### src/rtl/core/tob_pkg.sv
// ----------------------------------------------------------------------------
// Text or binary classifier package
// Beat types, verdict reason codes and default sample length.
// ----------------------------------------------------------------------------
package tob_pkg;

   localparam int DefaultSampleBytes = 2048;

   localparam logic [2:0] ReasonUtf8     = 3'd0;
   localparam logic [2:0] ReasonSjis     = 3'd1;
   localparam logic [2:0] ReasonZero     = 3'd2;
   localparam logic [2:0] ReasonRatioHi  = 3'd3;
   localparam logic [2:0] ReasonRatioLo  = 3'd4;

   typedef struct packed {
      logic [7:0] data_byte;
      logic       last_byte;
   } req_payload_type;

   typedef struct packed {
      logic       binary_flag;
      logic [2:0] verdict_reason;
   } rsp_payload_type;

   typedef struct packed {
      logic            valid;
      req_payload_type payload;
   } beat_type;

endpackage

### src/rtl/core/tob_input_stage.sv
// ----------------------------------------------------------------------------
// Input register
// Holds one request beat until the classifier stage takes it.
// ----------------------------------------------------------------------------
module tob_input_stage (
   input  logic                     clock,
   input  logic                     reset,
   input  logic                     req_valid,
   output logic                     req_ready,
   input  tob_pkg::req_payload_type req_payload,
   output tob_pkg::beat_type        beat,
   input  logic                     advance
);

   logic                     valid_ff;
   logic                     valid_in;
   tob_pkg::req_payload_type payload_ff;

   assign req_ready = !valid_ff || advance;
   assign valid_in  = req_ready ? req_valid : valid_ff;

   always_ff @(posedge clock) begin
      if (reset) begin
         valid_ff <= 1'b0;
      end else begin
         valid_ff <= valid_in;
      end
   end

   always_ff @(posedge clock) begin
      if (req_ready && req_valid) begin
         payload_ff <= req_payload;
      end
   end

   assign beat.valid   = valid_ff;
   assign beat.payload = payload_ff;

endmodule

### src/rtl/core/tob_sniffer.sv
// ----------------------------------------------------------------------------
// Sniffer stage
// Updates the UTF-8, Shift-JIS, zero and non-printable trackers for each of the
// first SAMPLE_BYTES bytes and registers the verdict on the last byte of a sample.
// ----------------------------------------------------------------------------
module tob_sniffer #(
   parameter int SAMPLE_BYTES = tob_pkg::DefaultSampleBytes
) (
   input  logic                     clock,
   input  logic                     reset,
   input  tob_pkg::beat_type        beat,
   output logic                     advance,
   output logic                     rsp_valid,
   input  logic                     rsp_ready,
   output tob_pkg::rsp_payload_type rsp_payload
);

   localparam int CountWidth = $clog2(SAMPLE_BYTES + 1);
   localparam logic [CountWidth-1:0] Limit = CountWidth'(SAMPLE_BYTES);

   logic [CountWidth-1:0] bytes_seen_ff, bytes_seen_in;
   logic [CountWidth-1:0] nonprint_ff, nonprint_in;
   logic [1:0]            utf8_pending_ff, utf8_pending_in;
   logic                  utf8_failed_ff, utf8_failed_in;
   logic                  sjis_trail_ff, sjis_trail_in;
   logic                  sjis_failed_ff, sjis_failed_in;
   logic                  zero_seen_ff, zero_seen_in;

   logic                  rsp_valid_ff, rsp_valid_in;
   tob_pkg::rsp_payload_type rsp_payload_ff, verdict;

   logic [7:0]            b;
   logic                  take;
   logic [CountWidth+1:0] ratio_lhs, ratio_rhs;

   assign b       = beat.payload.data_byte;
   assign advance = beat.valid && (!beat.payload.last_byte || !rsp_valid_ff || rsp_ready);
   assign take    = bytes_seen_ff < Limit;

   always_comb begin
      bytes_seen_in   = bytes_seen_ff;
      nonprint_in     = nonprint_ff;
      utf8_pending_in = utf8_pending_ff;
      utf8_failed_in  = utf8_failed_ff;
      sjis_trail_in   = sjis_trail_ff;
      sjis_failed_in  = sjis_failed_ff;
      zero_seen_in    = zero_seen_ff;
      if (take) begin
         bytes_seen_in = bytes_seen_ff + CountWidth'(1);
         if (!utf8_failed_ff) begin
            if (utf8_pending_ff != 2'd0) begin
               if (b[7:6] == 2'b10) begin
                  utf8_pending_in = utf8_pending_ff - 2'd1;
               end else begin
                  utf8_failed_in = 1'b1;
               end
            end else if (!b[7]) begin
               utf8_pending_in = 2'd0;
            end else if (b[7:5] == 3'b110) begin
               utf8_pending_in = 2'd1;
            end else if (b[7:4] == 4'b1110) begin
               utf8_pending_in = 2'd2;
            end else if (b[7:3] == 5'b11110) begin
               utf8_pending_in = 2'd3;
            end else begin
               utf8_failed_in = 1'b1;
            end
         end
         if (!sjis_failed_ff) begin
            if (sjis_trail_ff) begin
               if (b inside {[8'h40:8'h7E], [8'h80:8'hFC]}) begin
                  sjis_trail_in = 1'b0;
               end else begin
                  sjis_failed_in = 1'b1;
               end
            end else if (b inside {[8'h00:8'h7F], [8'hA1:8'hDF]}) begin
               sjis_trail_in = 1'b0;
            end else if (b inside {[8'h81:8'h9F], [8'hE0:8'hEF]}) begin
               sjis_trail_in = 1'b1;
            end else begin
               sjis_failed_in = 1'b1;
            end
         end
         if (b == 8'h00) begin
            zero_seen_in = 1'b1;
         end
         if (!(b inside {[8'h20:8'h7E], 8'h09, 8'h0A, 8'h0D})) begin
            nonprint_in = nonprint_ff + CountWidth'(1);
         end
      end
   end

   assign ratio_lhs = {nonprint_in, 2'b00};
   assign ratio_rhs = {2'b00, bytes_seen_in};

   always_comb begin
      if (!utf8_failed_in && utf8_pending_in == 2'd0) begin
         verdict = '{binary_flag: 1'b0, verdict_reason: tob_pkg::ReasonUtf8};
      end else if (!sjis_failed_in && !sjis_trail_in) begin
         verdict = '{binary_flag: 1'b0, verdict_reason: tob_pkg::ReasonSjis};
      end else if (zero_seen_in) begin
         verdict = '{binary_flag: 1'b1, verdict_reason: tob_pkg::ReasonZero};
      end else if (ratio_lhs > ratio_rhs) begin
         verdict = '{binary_flag: 1'b1, verdict_reason: tob_pkg::ReasonRatioHi};
      end else begin
         verdict = '{binary_flag: 1'b0, verdict_reason: tob_pkg::ReasonRatioLo};
      end
   end

   always_comb begin
      rsp_valid_in = rsp_valid_ff;
      if (rsp_ready) begin
         rsp_valid_in = 1'b0;
      end
      if (advance && beat.payload.last_byte) begin
         rsp_valid_in = 1'b1;
      end
   end

   always_ff @(posedge clock) begin
      if (reset || (advance && beat.payload.last_byte)) begin
         bytes_seen_ff   <= '0;
         nonprint_ff     <= '0;
         utf8_pending_ff <= 2'd0;
         utf8_failed_ff  <= 1'b0;
         sjis_trail_ff   <= 1'b0;
         sjis_failed_ff  <= 1'b0;
         zero_seen_ff    <= 1'b0;
      end else if (advance) begin
         bytes_seen_ff   <= bytes_seen_in;
         nonprint_ff     <= nonprint_in;
         utf8_pending_ff <= utf8_pending_in;
         utf8_failed_ff  <= utf8_failed_in;
         sjis_trail_ff   <= sjis_trail_in;
         sjis_failed_ff  <= sjis_failed_in;
         zero_seen_ff    <= zero_seen_in;
      end
   end

   always_ff @(posedge clock) begin
      if (reset) begin
         rsp_valid_ff <= 1'b0;
      end else begin
         rsp_valid_ff <= rsp_valid_in;
      end
   end

   always_ff @(posedge clock) begin
      if (advance && beat.payload.last_byte) begin
         rsp_payload_ff <= verdict;
      end
   end

   assign rsp_valid   = rsp_valid_ff;
   assign rsp_payload = rsp_payload_ff;

endmodule

### src/rtl/core/text_or_binary_classifier.sv
// ----------------------------------------------------------------------------
// Text or binary classifier
// Sniffs a byte sample for UTF-8 or Shift-JIS validity, zero bytes and the
// share of non-printable bytes, and gives one verdict per sample.
// ----------------------------------------------------------------------------
//  channel   ports                     beat
//  request   req_valid/req_ready       one sample byte, last flag
//  response  rsp_valid/rsp_ready       binary flag, reason, on last byte only
//
// One byte per cycle sustained while no verdict is stalled; a verdict leaves
// through the input register, then the result register, once its last byte is taken.
// Synchronous reset clears the trackers and both valid flags.
// A stalled response holds only a last byte; other bytes keep flowing.
module text_or_binary_classifier #(
   parameter int SAMPLE_BYTES = tob_pkg::DefaultSampleBytes
) (
   input  logic                     clock,
   input  logic                     reset,
   input  logic                     req_valid,
   output logic                     req_ready,
   input  tob_pkg::req_payload_type req_payload,
   output logic                     rsp_valid,
   input  logic                     rsp_ready,
   output tob_pkg::rsp_payload_type rsp_payload
);

   tob_pkg::beat_type beat;
   logic              advance;

   tob_input_stage u_input (
      .clock       (clock),
      .reset       (reset),
      .req_valid   (req_valid),
      .req_ready   (req_ready),
      .req_payload (req_payload),
      .beat        (beat),
      .advance     (advance)
   );

   tob_sniffer #(
      .SAMPLE_BYTES (SAMPLE_BYTES)
   ) u_sniffer (
      .clock       (clock),
      .reset       (reset),
      .beat        (beat),
      .advance     (advance),
      .rsp_valid   (rsp_valid),
      .rsp_ready   (rsp_ready),
      .rsp_payload (rsp_payload)
   );

endmodule
### config.mk
export PLATFORM = sky130hd
export DESIGN_NAME = text_or_binary_classifier
export DESIGN_NICKNAME = d
export VERILOG_FILES = /design/src/rtl/core/tob_pkg.sv /design/src/rtl/core/tob_input_stage.sv /design/src/rtl/core/tob_sniffer.sv /design/src/rtl/core/text_or_binary_classifier.sv
export SDC_FILE = /design/constraint.sdc
export NUM_CORES = 1
export LEC_CHECK = 0
export BUFFER_PORTS_ARGS = -buffer_cell sky130_fd_sc_hd__buf_2
export CORE_MARGIN = 5
export CORE_UTILIZATION = 65
export CTS_CLUSTER_DIAMETER = 50
export DETAILED_ROUTE_END_ITERATION = 10
export PLACE_DENSITY = 0.95
export SLEW_MARGIN = 20
export SYNTH_ARGS = -nofsm -noshare
export SYNTH_HDL_FRONTEND = slang
export SYNTH_SLANG_ARGS = --single-unit
### constraint.sdc
create_clock -name clock -period 5.1 [get_ports clock]
set_input_delay 0.51 -clock clock [delete_from_list [all_inputs] [get_ports clock]]
set_output_delay 0.51 -clock clock [all_outputs]
set_load 0.05 [all_outputs]
* Word level (Yosys, flattened, before mapping)
Index checks and enable logic that the tools add are counted.
W data, S select, Z words.
** Storage, ports and cells
- Register bits after elaboration :: 45
- Latch bits :: 0
- Bits in writable memories :: 0
- Memory bits (read-only) :: 0
- Input port bits :: 13
- Output and inout bits :: 6
- Word-level logic and storage cells :: 109
- Memories kept :: 0
** Cells by class
- Add/subtract/negate cells :: 3
- Multipliers :: 0
- Div/mod/pow operators :: 0
- Order comparisons :: 15
- Equality and inequality tests :: 7
- Shift operators :: 0
- Mux-type cells :: 37
- Bitwise logic cells :: 0
- Reduce and logical (&&, ||, !) cells :: 32
** Operator list (count)
- $mux W12 :: 3
- $ge A8 B8 Y1 const B :: 4
- $le A8 B8 Y1 const B :: 4
- $add A12 B1 Y12 const B :: 2
- $eq A8 B4 Y1 const B :: 3
- $mux W1 :: 24
- $le A8 B7 Y1 const B :: 2
- $mux W2 :: 8
- $gt A14 B12 Y1 :: 1
- $logic_and A1 B1 Y1 :: 12
- $lt A12 B12 Y1 const B :: 1
- $reduce_bool A2 Y1 :: 5
- $ge A8 B1 Y1 const B :: 1
- $ge A8 B6 Y1 const B :: 1
- $ge A8 B7 Y1 const B :: 1
- $logic_not A8 Y1 :: 1
- $mux W4 :: 2
- $logic_not A1 Y1 :: 6
- $eq A5 B5 Y1 const B :: 1
- $eq A4 B4 Y1 const B :: 1
- $logic_or A1 B1 Y1 :: 4
- $reduce_bool A4 Y1 :: 1
- $eq A3 B3 Y1 const B :: 1
- $reduce_or A3 Y1 :: 1
- 4 further kinds :: 4

* Depth between registers and ports, before layout
Gate-level depths: netlist of run 1.
- Depth after elaboration :: 11
- Gate-level depth with buffers :: 14
- Mapped depth without buffers :: 13

* Hierarchy
A second synthesis of run 1 with hierarchy kept.
** Second synthesis, totals
- Cell total of the unflattened synthesis :: 306
- Area total of the unflattened synthesis :: 2671.3 um2
** Modules (own cells, without submodules)
- tob_sniffer :: instances 1, cells an instance 291, area an instance 2338.5 um2, seq. area each 710.7 um2
- tob_input_stage :: instances 1, cells an instance 15, area an instance 332.8 um2, seq. area each 290.3 um2

* Least setup slack after synthesis of run 1
Ideal clock, no wire load.
- Kind :: reg2reg
- Start :: register u_input.payload_ff (netlist bit u_input.beat[6])
- End :: register u_sniffer.rsp_payload_ff (netlist bit u_sniffer.rsp_payload[2]) (data pin)
- Setup time :: 0.169 ns
- Arrival time :: 3.158 ns
- Required time :: 4.931 ns
- Path slack :: 1.773 ns
- Cell stages (with the launch flop) :: 14
- Buffers on the path :: 1
- Period minus slack after synthesis :: 3.327 ns
- Cell sequence :: edfxtp_1 nor2_1 nor4bb_1 a221o_1 clkbuf_1 nor3_1 xor2_1 ha_1 nand3_1 or2_2 nor4_1 nor2_1 a221oi_2 nor4b_2
** On the way
- Elaborated cells on any way between the ends :: 69
- Classes of those cells :: order compare (14); eq/ne (6); mux (30); reduce/logical (19)
** RTL lines
- start, declared :: line tob_input_stage.sv:17 : tob_pkg::req_payload_type payload_ff;
- start signal, assigned :: line tob_input_stage.sv:32 : payload_ff <= req_payload;
- $ge A8 B6 Y1 / $le A8 B7 Y1 (equally long branches) :: line tob_sniffer.sv:87 : if (!(b inside {[8'h20:8'h7E], 8'h09, 8'h0A, 8'h0D})) begin
- $logic_and A1 B1 Y1 :: line tob_sniffer.sv:87
- $reduce_bool A4 Y1 * :: line tob_sniffer.sv:87
- $mux W12 * :: line tob_sniffer.sv:87
- $mux W12 * :: line tob_sniffer.sv:48 : if (take) begin
- net u_sniffer.nonprint_in[6] :: line tob_sniffer.sv:22 : logic [CountWidth-1:0] nonprint_ff, nonprint_in;
- $gt A14 B12 Y1 * :: line tob_sniffer.sv:103 : end else if (ratio_lhs > ratio_rhs) begin
- $mux W4 * :: line tob_sniffer.sv:103
- end signal, assigned :: line tob_sniffer.sv:150 : rsp_payload_ff <= verdict;
- end, declared :: line tob_sniffer.sv:30 : tob_pkg::rsp_payload_type rsp_payload_ff, verdict;
Mark *: on every way through the listed nets, which the timed path passes. The rest lies on a longest branch.
A chain may end at the register's enable or synchronous reset.

* Worst setup path after layout of run 1
- Start :: register u_input.payload_ff (netlist bit u_input.beat[7])
- End :: register u_sniffer.rsp_payload_ff (netlist bit u_sniffer.rsp_payload[2]) (data pin)
The elaborated chain is that of the path after synthesis.

==> results of run 1 <==
==> how the worst min path moves through the flow <==
stage | start | end | slack (ns) | depth (start not counted)
after floorplan | u_sniffer.zero_seen_ff$_SDFFE_PP0P_ | u_sniffer.zero_seen_ff$_SDFFE_PP0P_ | 0.47 | 2
after global placement | u_sniffer.zero_seen_ff$_SDFFE_PP0P_ | u_sniffer.zero_seen_ff$_SDFFE_PP0P_ | 0.48 | 2
after detailed placement | u_sniffer.zero_seen_ff$_SDFFE_PP0P_ | u_sniffer.zero_seen_ff$_SDFFE_PP0P_ | 0.48 | 2
after CTS | req_payload[5] | u_input.beat[5]$_DFFE_PP_ | 0.38 | 1
after global routing | req_payload[1] | u_input.beat[1]$_DFFE_PP_ | 0.36 | 1
final | req_payload[8] | u_input.beat[8]$_DFFE_PP_ | 0.38 | 1
==> power groups by stage <==
stage               Clock (mW)  Sequential, mW  Combinational [mW]
global route             0.236           0.383              0.0944
CTS                      0.218           0.381              0.0839
floorplan                    0           0.390              0.0623
finish                   0.213           0.381              0.0845
global placement             0           0.388              0.0789
detailed placement           0           0.389              0.0818
==> flip-flops by register name, summed over array words and instances, names as in the netlist, 2 cells and up <==
signal,cells
u_sniffer.bytes_seen_ff,12
u_sniffer.nonprint_ff,12
u_input.beat,9
u_sniffer.rsp_payload,3
u_sniffer.utf8_pending_ff,2
==> layout by cell type, fill, tap and decap left out, types with 2 or more instances in the layout <==
cell and count:
dfxtp_1 32, nor2_1 56, nand4_1 5, xnor2_1 16
edfxtp_1 12, clkinvlp_4 2, xor2_1 22, nand2_1 20
clkbuf_8 5, a211oi_1 5, mux2_2 2, buf_2 18
and2_1 4, inv_1 8, o21a_1 3, nor3_1 19
or4_1 3, nor2b_1 2, and3_1 6, o21ai_0 7
a21oi_1 8, a31oi_1 2, nand3_1 15, nor4_1 6
ha_1 13, or2_2 3, or3_1 4
==> logic make-up (layout without fill, tap and decap cells) <==
kind of cell             after synthesis  in the layout  share of synthesized area
XOR/XNOR                              38             38                     0.1265
AO/OA/AOI/OAI                         38             38                    0.09844
multiplexers                           3              3                    0.01236
adder cells (fa/ha/maj)               14             14                    0.06562
flip-flops                            44             44                     0.3804
AND/OR/NAND/NOR                      151            151                     0.2825
buffers and inverters                 23             34                    0.03424
==> metal layers <==
metal,up-vias,global-route usage,part of all wire
li1,1116,-,-
met1,1036,0.2562,0.45
met2,62,0.3642,0.49
met3,8,0.05609,0.048
met4,0,0.06439,0.015
met5,-,0,0
==> final cells by class <==
type                            count  area (µm²)  area share
Timing Repair Buffer               18       90.09     0.03204
Clock buffer                        5       68.82     0.02448
Inverter                            8       30.03     0.01068
Clock inverter                      3       18.77    0.006676
Tap cell                           50       62.56     0.02225
Multi-Input combinational cell    244        1540      0.5478
Sequential cell                    44        1001      0.3560
==> stage by stage <==
step,power (mW),cells,area (µm²),utilization
floorplan,0.4521,311,2631,-
global placement,0.4672,364,2724,0.6859
detailed placement,0.4709,364,2724,0.6859
CTS,0.6827,372,2811,0.7079
global route,0.7135,372,2811,0.7079
finish,0.6793,372,2811,0.7079
==> worst reg2reg max path: stages, from the launching register on <==
cell and delay, ns:
edfxtp_1 0.54, nor2_1 0.22, nor4bb_1 0.34, a221o_1 0.77
mux2_2 0.44, ha_1 0.33, a21oi_1 0.19, nor2_1 0.08
a211oi_1 0.28, o21ai_0 0.16, a221oi_2 0.34, nor4b_2 0.25
==> results.ini, run 1 <==
[status]
status = complete, no violations

[setup_path]
worstSetupStartpointType = register
reg2reg_setup_slack_ns = 1.01
cp.arrival_ns = 4.22
r2r_start = u_input.beat[7]$_DFFE_PP_
rr_worst_depth = 11
worstPathMaxFanout = 25
endpoint = u_sniffer.rsp_payload[2]$_SDFFCE_PP0P_
critPathCaptureType = register
cp_slowest_stage_delay_ns = 0.77
cp.required_ns = 5.23
path_class = register to register
rr_endpoint = u_sniffer.rsp_payload[2]$_SDFFCE_PP0P_
cp_num_buf_inv = 0
startpoint = u_input.beat[7]$_DFFE_PP_
cp.depth = 11
slowest_stage = a221o_1
worstPathCellList = nor2_1 > nor4bb_1 > a221o_1 > mux2_2 > ha_1 > a21oi_1 > nor2_1 > a211oi_1 > o21ai_0 > a221oi_2 > nor4b_2
crit_path_frequent_cell = nor2_1
crit_family = compound AO/OA/AOI/OAI gates

[sta]
finalSetupTns_ns = 0
finalWorstSetupSlack_ns = 1.011
post-route-period-util = 0.8018
worst_pin_slew_ns = 0.8357
max_slew_margin = 0.4427
fmax_mhz = 244.5
clock_skew_ns = 0.008065
hold_viol = 0
timing.hold.ws_ns = 0.3813
setup_violations = 0
min_period_ns = 4.089
grt_setup_unrepaired = no
drv_slew = 0

[floorplan]
core_mm2 = 0.003971
num_io_pins = 19
die_x_um = 73.63
rows = 23
die_area_mm2 = 0.005421
die_h_um = 73.63
start_util = 0.6626

[synthesis]
yosys-top-cells-area = dfxtp_1 24%, edfxtp_1 14%, nor2_1 8.0%, xor2_1 7.3%, ha_1 6.2%
ys_ff_latch = 44
syn_inst = 311
synth_edf_count = 12
synth_area_mm2 = 0.002631
ys_types = 50
synthArstFlopShare = 0
synth_flop_cell = dfxtp_1
yosys_warnings = 0
synth_area_leader_cell = dfxtp_1
seq_area_frac_synth = 0.3804
yosys-top-cells-count = 56 x nor2_1, 32 x dfxtp_1, 22 x xor2_1
syn_nets = 337
syn_avg_cell_area_um2 = 8.461
synth_top_area_share = 0.2435
synth.most_common_cell = nor2_1

[cts]
numCtsBuffers = 5
tritoncts = yes
cts.path.max_buffers = 2
cts_hold_buffers = 0
cts-root-buf = clkbuf_8
insertion_delay_ns = 0.30
cts_sinks = 44
postCtsSetupBuffers = 0
cts_max_level = 2
cts_resized = 0
clkSlewWorstSetupHoldPaths_ns = 0.08

[layout]
antenna_cells = 0
nets = 347
syn_to_final_growth_pct = 6.847
layout-drive-gt1-share = 0.1056
fill_cells = 282

[placed_design]
globalplace.congestion = 0.8678
place_ws_ns = 1.203
hpwl_um = 3708
port_buffers = 18

[drt]
drt-pass1-iter-count = 4
vias_per_cell = 5.973
ant_nets = 0
initialDrtViolationCount = 161
routed_wirelength_um = 5241
drc = 0
wl_per_cell_um = 14.09
vias = 2222

[pwr]
switching_share = 0.2671
seq_power_share = 0.562
leakagePower_nw = 1.082
peakVddDrop_uv = 206.2
powerDensity_mw_per_mm2 = 241.6
p_clk_frac = 0.314
p_int_uw = 497.8
combPwrFrac = 0.124
p_sw_uw = 181.4

[global_route]
track_usage = 0.2114
grt_overflow = 0
grt_pass1_vias = 2052
grt_max_degree = 31
grt_pass1_wl_um = 8976
grt_antenna_before_repair = 0

[run]
drv_cap = 0

[min_path]
hold_class = input port to register

(Power assumes the default switching activity.)
==> run 2, diff against run 1 <==
Settings changed: CORE_UTILIZATION 65 to 54, PLACE_DENSITY 0.95 to 0.87.
Clock period 5.1 ns to 3.3 ns, I/O delays scaled along.
==> run 2 against run 1 <==
- the flow now finishes with violations (negative setup slack)
- register-to-register slack got worse by 1.0 ns
- worst setup slack got worse by 1.0 ns
- first-iteration DRC count rose by 13%
- fmax is 24% higher
- via count rose by 5.1%
- clock-buffer cell count did not move
- clock skew fell by 0.0041 ns
- global-route usage down 2.6 points
- sequential share of layout area down 3.6 points
- wire length increased by 8.1%
- cell count is 11% higher
- critical path type unchanged
- largest cell class unchanged
- largest power group unchanged
==> results.ini, run 2 (synthesis gave the netlist of run 1 again) <==
[min_path]
hp-start = req_payload[7]
min_to = u_input.beat[7]$_DFFE_PP_
worstHoldPathCells = 1
hold_class = input port to register

[layout]
fin_util = 0.6620
final_area_mm2 = 0.003127
layout_common_cells = 53 x nor2_1, 32 x dfxtp_1, 23 x buf_4, 22 x xor2_1, 20 x nand2_1
antenna_cells = 0
syn_to_final_growth_pct = 18.83
layout-drive-gt1-share = 0.2104
nets = 372
layout_commonest_cell = nor2_1
stdcell_count = 414

[drt]
drc = 0
vias_per_cell = 5.643
vias = 2336
wl_per_cell_um = 13.69
initialDrtViolationCount = 182
routed_wirelength_um = 5668
ant_nets = 0
drt-pass1-iter-count = 4

[placed_design]
hpwl_um = 3974
placed_area_mm2 = 0.002895
port_buffers = 18
globalplace.congestion = 0.8645
place_ws_ns = -0.1205
dp.cells = 401

[pwr]
combPwrFrac = 0.146
leakagePower_nw = 1.254
peakVddDrop_uv = 273.4
seq_power_share = 0.491
p_total_mw = 1.185
switching_share = 0.2614
powerDensity_mw_per_mm2 = 379.1
p_sw_uw = 309.8
p_int_uw = 875.6
p_clk_frac = 0.363

[setup_path]
worstPathMaxFanout = 18
cp_num_buf_inv = 2
slowest_stage = a221o_2
cp.arrival_ns = 3.36
rr_endpoint = u_sniffer.rsp_payload[1]$_SDFFCE_PP0P_
r2r_start = u_input.beat[2]$_DFFE_PP_
worstPathCellList = mux2_2 > a221o_2 > buf_6 > nor3_1 > xor2_1 > ha_1 > nand3_1 > nor4_1 > nor2_1 > a221oi_2 > buf_4 > a211oi_2
reg2reg_setup_slack_ns = -0.008
crit_family = compound AO/OA/AOI/OAI gates
critPathCaptureType = register
path_class = register to register
cp_slowest_stage_delay_ns = 0.46
worstSetupStartpointType = register
rr_worst_depth = 12
cp.required_ns = 3.35

[cts]
clkSlewWorstSetupHoldPaths_ns = 0.09
insertion_delay_ns = 0.30
cts.path.max_buffers = 2
cts_max_level = 2
cts-root-buf = clkbuf_8
cts_hold_buffers = 0
tritoncts = yes
cts_sinks = 44
numCtsBuffers = 5

[sta]
clock_skew_ns = 0.004014
post-route-period-util = 1.002
setup_violations = 1
max_slew_margin = 0.5670
grt_setup_unrepaired = yes
finalWorstSetupSlack_ns = -0.008023
min_period_ns = 3.308
hold_viol = 0
worst_pin_slew_ns = 0.6495
drv_slew = 0
timing.hold.ws_ns = 0.1936
fmax_mhz = 302.3
finalSetupTns_ns = -0.008023

[global_route]
grt_max_degree = 31
grt_antenna_before_repair = 0
track_usage = 0.1854
grt_overflow = 0
grt_pass1_vias = 2152
grt_pass1_wl_um = 9439

[floorplan]
num_io_pins = 19
start_util = 0.5571
die_area_mm2 = 0.006369
die_h_um = 79.81
rows = 25
die_x_um = 79.81
core_mm2 = 0.004723

[run]
drv_cap = 0

[status]
violations = negative setup slack
status = finished, violations left

==> run 2: worst reg2reg max path, stage by stage (launching register included) <==
cell	delay, ns
edfxtp_1	0.36
mux2_2	0.34
a221o_2	0.46
buf_6	0.20
nor3_1	0.28
xor2_1	0.14
ha_1	0.31
nand3_1	0.07
nor4_1	0.27
nor2_1	0.08
a221oi_2	0.31
buf_4	0.17
a211oi_2	0.05
==> run 2: worst max-delay path by stage <==
stage,slack [ns],cells after the start,endpoint,startpoint
floorplan,0.05,12,u_sniffer.rsp_payload[2]$_SDFFCE_PP0P_,u_input.beat[2]$_DFFE_PP_
global placement,0.03,11,u_sniffer.rsp_payload[2]$_SDFFCE_PP0P_,u_input.beat[2]$_DFFE_PP_
detailed placement,-0.12,13,u_sniffer.rsp_payload[2]$_SDFFCE_PP0P_,u_input.beat[7]$_DFFE_PP_
CTS,0.008,11,u_sniffer.rsp_payload[2]$_SDFFCE_PP0P_,u_input.beat[2]$_DFFE_PP_
global route,-0.26,13,u_sniffer.rsp_payload[1]$_SDFFCE_PP0P_,u_input.beat[7]$_DFFE_PP_
finish,-0.008,12,u_sniffer.rsp_payload[1]$_SDFFCE_PP0P_,u_input.beat[2]$_DFFE_PP_
==> run 2: metal layers <==
layer / GRT usage / routed length, µm / vias up
met4: 0.07264 / 112 / 0
met3: 0.04402 / 296 / 9
li1: - / - / 1173
met5: 0 / 0 / -
met1: 0.2421 / 2635 / 1083
met2: 0.2947 / 2625 / 71
==> run 2: power by group through the flow <==
| stage | registers, mW | clock network (mW) | logic (mW) |
|---|---|---|---|
| final | 0.582 | 0.430 | 0.173 |
| after CTS | 0.582 | 0.439 | 0.154 |
| after detailed placement | 0.594 | 0 | 0.148 |
| after floorplan | 0.602 | 0 | 0.0965 |
| after global routing | 0.584 | 0.466 | 0.190 |
| after global placement | 0.593 | 0 | 0.141 |
==> run 2: repair_timing <==
item | 4_1_cts | 5_1_grt
resized for setup | 6 | 13
setup endpoints to repair | 3 | 3
pin swaps | 2 | 13
buffers inserted | 2 | 3
==> run 2: final cells by class <==
cell class,instances,area [µm²]
multi-input cells,244,1610
fillers,368,1597
clock buffers,5,68.82
flip-flops and latches,44,1001
repair buffers,43,285.3
well taps,67,83.83
clock inverters,3,47.55
inverters,8,30.03
==> run 3, diff against run 2 <==
Settings changed: CELL_PAD_IN_SITES_DETAIL_PLACEMENT set to 1, CELL_PAD_IN_SITES_GLOBAL_PLACEMENT set to 1, CORE_UTILIZATION 54 to 41, GPL_TIMING_DRIVEN set to 1.
==> run 3 against run 2 <==
- largest cell class unchanged
- combinational power rose by 14%
- first-iteration DRC count down 26%
- worst setup slack got worse by 0.11 ns
- sequential power about the same
- critical path type unchanged
- largest power group unchanged
- clock skew grew 0.0040 ns
- sequential share of layout area down 0.76 points
- the flow still finishes with violations (negative setup slack)
- die area is 27% higher
- global-route usage down 0.56 points
- cell count increased by 2.7%
- clock power shrank 6.3%
==> results.ini, run 3 (synthesis gave the netlist of run 1 again) <==
[status]
status = finished, violations left
violations = negative setup slack

[cts]
cts_sinks = 44
cts_max_level = 2
clkSlewWorstSetupHoldPaths_ns = 0.08
insertion_delay_ns = 0.29
cts.path.max_buffers = 2
tritoncts = yes
cts-root-buf = clkbuf_8
numCtsBuffers = 5
cts_hold_buffers = 0

[layout]
final_area_mm2 = 0.003203
antenna_cells = 0
stdcell_count = 425
syn_to_final_growth_pct = 21.73
fill_cells = 774
layout_common_cells = 51 x nor2_1, 32 x dfxtp_1, 23 x buf_4, 21 x xor2_1, 20 x nand2_1
layout-drive-gt1-share = 0.2241
nets = 373
layout_commonest_cell = nor2_1

[drt]
m1WireLength_um = 3165
routed_wirelength_um = 7368
wl_per_cell_um = 17.34
maxUsedRoutingLayer = met4
drc = 0
vias = 2395
drt-pass1-iter-count = 4
vias_per_cell = 5.635
ant_nets = 0
wl_met2_um = 3741
initialDrtViolationCount = 134
dr_wl_met3_um = 292

[sta]
post-route-period-util = 1.034
grt_setup_unrepaired = yes
fmax_mhz = 292.9
timing.hold.ws_ns = 0.2081
worst_pin_slew_ns = 0.6655
hold_viol = 0
finalWorstSetupSlack_ns = -0.1137
clock_skew_ns = 0.008033
min_period_ns = 3.414
drv_slew = 0
max_slew_margin = 0.5564
setup_violations = 3

[placed_design]
port_buffers = 18
hpwl_um = 5151
placed_area_mm2 = 0.002915
globalplace.congestion = 0.8464
dp.cells = 412

[floorplan]
core_mm2 = 0.006314
start_util = 0.4168
die_h_um = 90.11
num_io_pins = 19
die_area_mm2 = 0.008120
die_x_um = 90.11
rows = 29

[setup_path]
cp.arrival_ns = 3.55
worstPathCellList = mux2_2 > a221o_1 > buf_6 > buf_4 > nor2_4 > xor2_1 > ha_1 > nand3_1 > or2_4 > nor4_4 > nor2_2 > a221oi_4 > nor4b_2
slowest_stage = a221o_1
worstPathMaxFanout = 5
critPathCaptureType = register
cp_slowest_stage_delay_ns = 0.38
worstSetupStartpointType = register
cp.required_ns = 3.43
path_class = register to register

[global_route]
grt_pass1_wl_um = 12180
grt_antenna_before_repair = 0
grt_pass1_vias = 2606
grt_overflow = 0
track_usage = 0.1798
grt_max_degree = 31

[pwr]
leakagePower_nw = 1.266
powerDensity_mw_per_mm2 = 370.0
peakVddDrop_uv = 202.8

[run]
drv_cap = 0

[min_path]
hold_class = input port to register

-- run 3: worst max-delay path: cells and delay by family (launching register included) --
kind            cells  cell delay [ns]
flops               1             0.37
simple gates        6             1.13
xor+xnor            1             0.07
mux                 1             0.35
fa+ha+maj           1             0.33
buf+inv             2             0.30
compound gates      2             0.71
-- run 3: timing repair --
action	4_1_cts	5_1_grt
setup endpoints to repair	3	3
setup buffers	2	2
resized for setup	17	13
pin swaps	8	14
cloned	0	1
-- run 3: final cells by class --
type	instances	area, µm²	area share
repair buffers	44	290.3	0.09062
multi-input cells	244	1679	0.5242
clock inverters	1	30.03	0.009375
clock buffers	7	76.32	0.02383
well taps	77	96.34	0.03008
inverters	8	30.03	0.009375
flip-flops and latches	44	1001	0.3125
-- run 3: final timing paths --
path	startpoint	end	slack (ns)	cells past startpoint
min	req_payload[6]	u_input.beat[6]$_DFFE_PP_	0.21	1
max reg2reg	u_input.beat[2]$_DFFE_PP_	u_sniffer.rsp_payload[2]$_SDFFCE_PP0P_	-0.11	13
max	u_input.beat[2]$_DFFE_PP_	u_sniffer.rsp_payload[2]$_SDFFCE_PP0P_	-0.11	13
min reg2reg	u_sniffer.zero_seen_ff$_SDFFE_PP0P_	u_sniffer.zero_seen_ff$_SDFFE_PP0P_	0.51	2
-- run 3: stage by stage --
stage,utilization,setup slack [ns],setup TNS [ns],power [mW]
2_1_floorplan,-,0.04534,0,0.6989
3_3_place_gp,0.4618,-0.001111,-0.001111,0.7472
3_5_place_dp,0.4618,-0.3498,-1.034,0.7569
4_1_cts,0.4925,0.008625,0,1.172
5_1_grt,0.5073,-0.2768,-0.8010,1.240
6_report,0.5073,-0.1137,-0.3390,1.185
-- run 3: power breakdown --
group | leakage, nW | internal (mW) | switching, mW
Combinational | 0.838 | 0.0831 | 0.115
Sequential | 0.376 | 0.571 | 0.0130
Clock | 0.0524 | 0.227 | 0.177
Total | 1.27 | 0.881 | 0.304
-- run 3: layer usage --
layer / global-route usage / vias up
met3: 0.03422 / 16
met4: 0.05707 / 0
li1: - / 1167
met1: 0.2140 / 1166
met2: 0.3232 / 46
met5: 0 / -
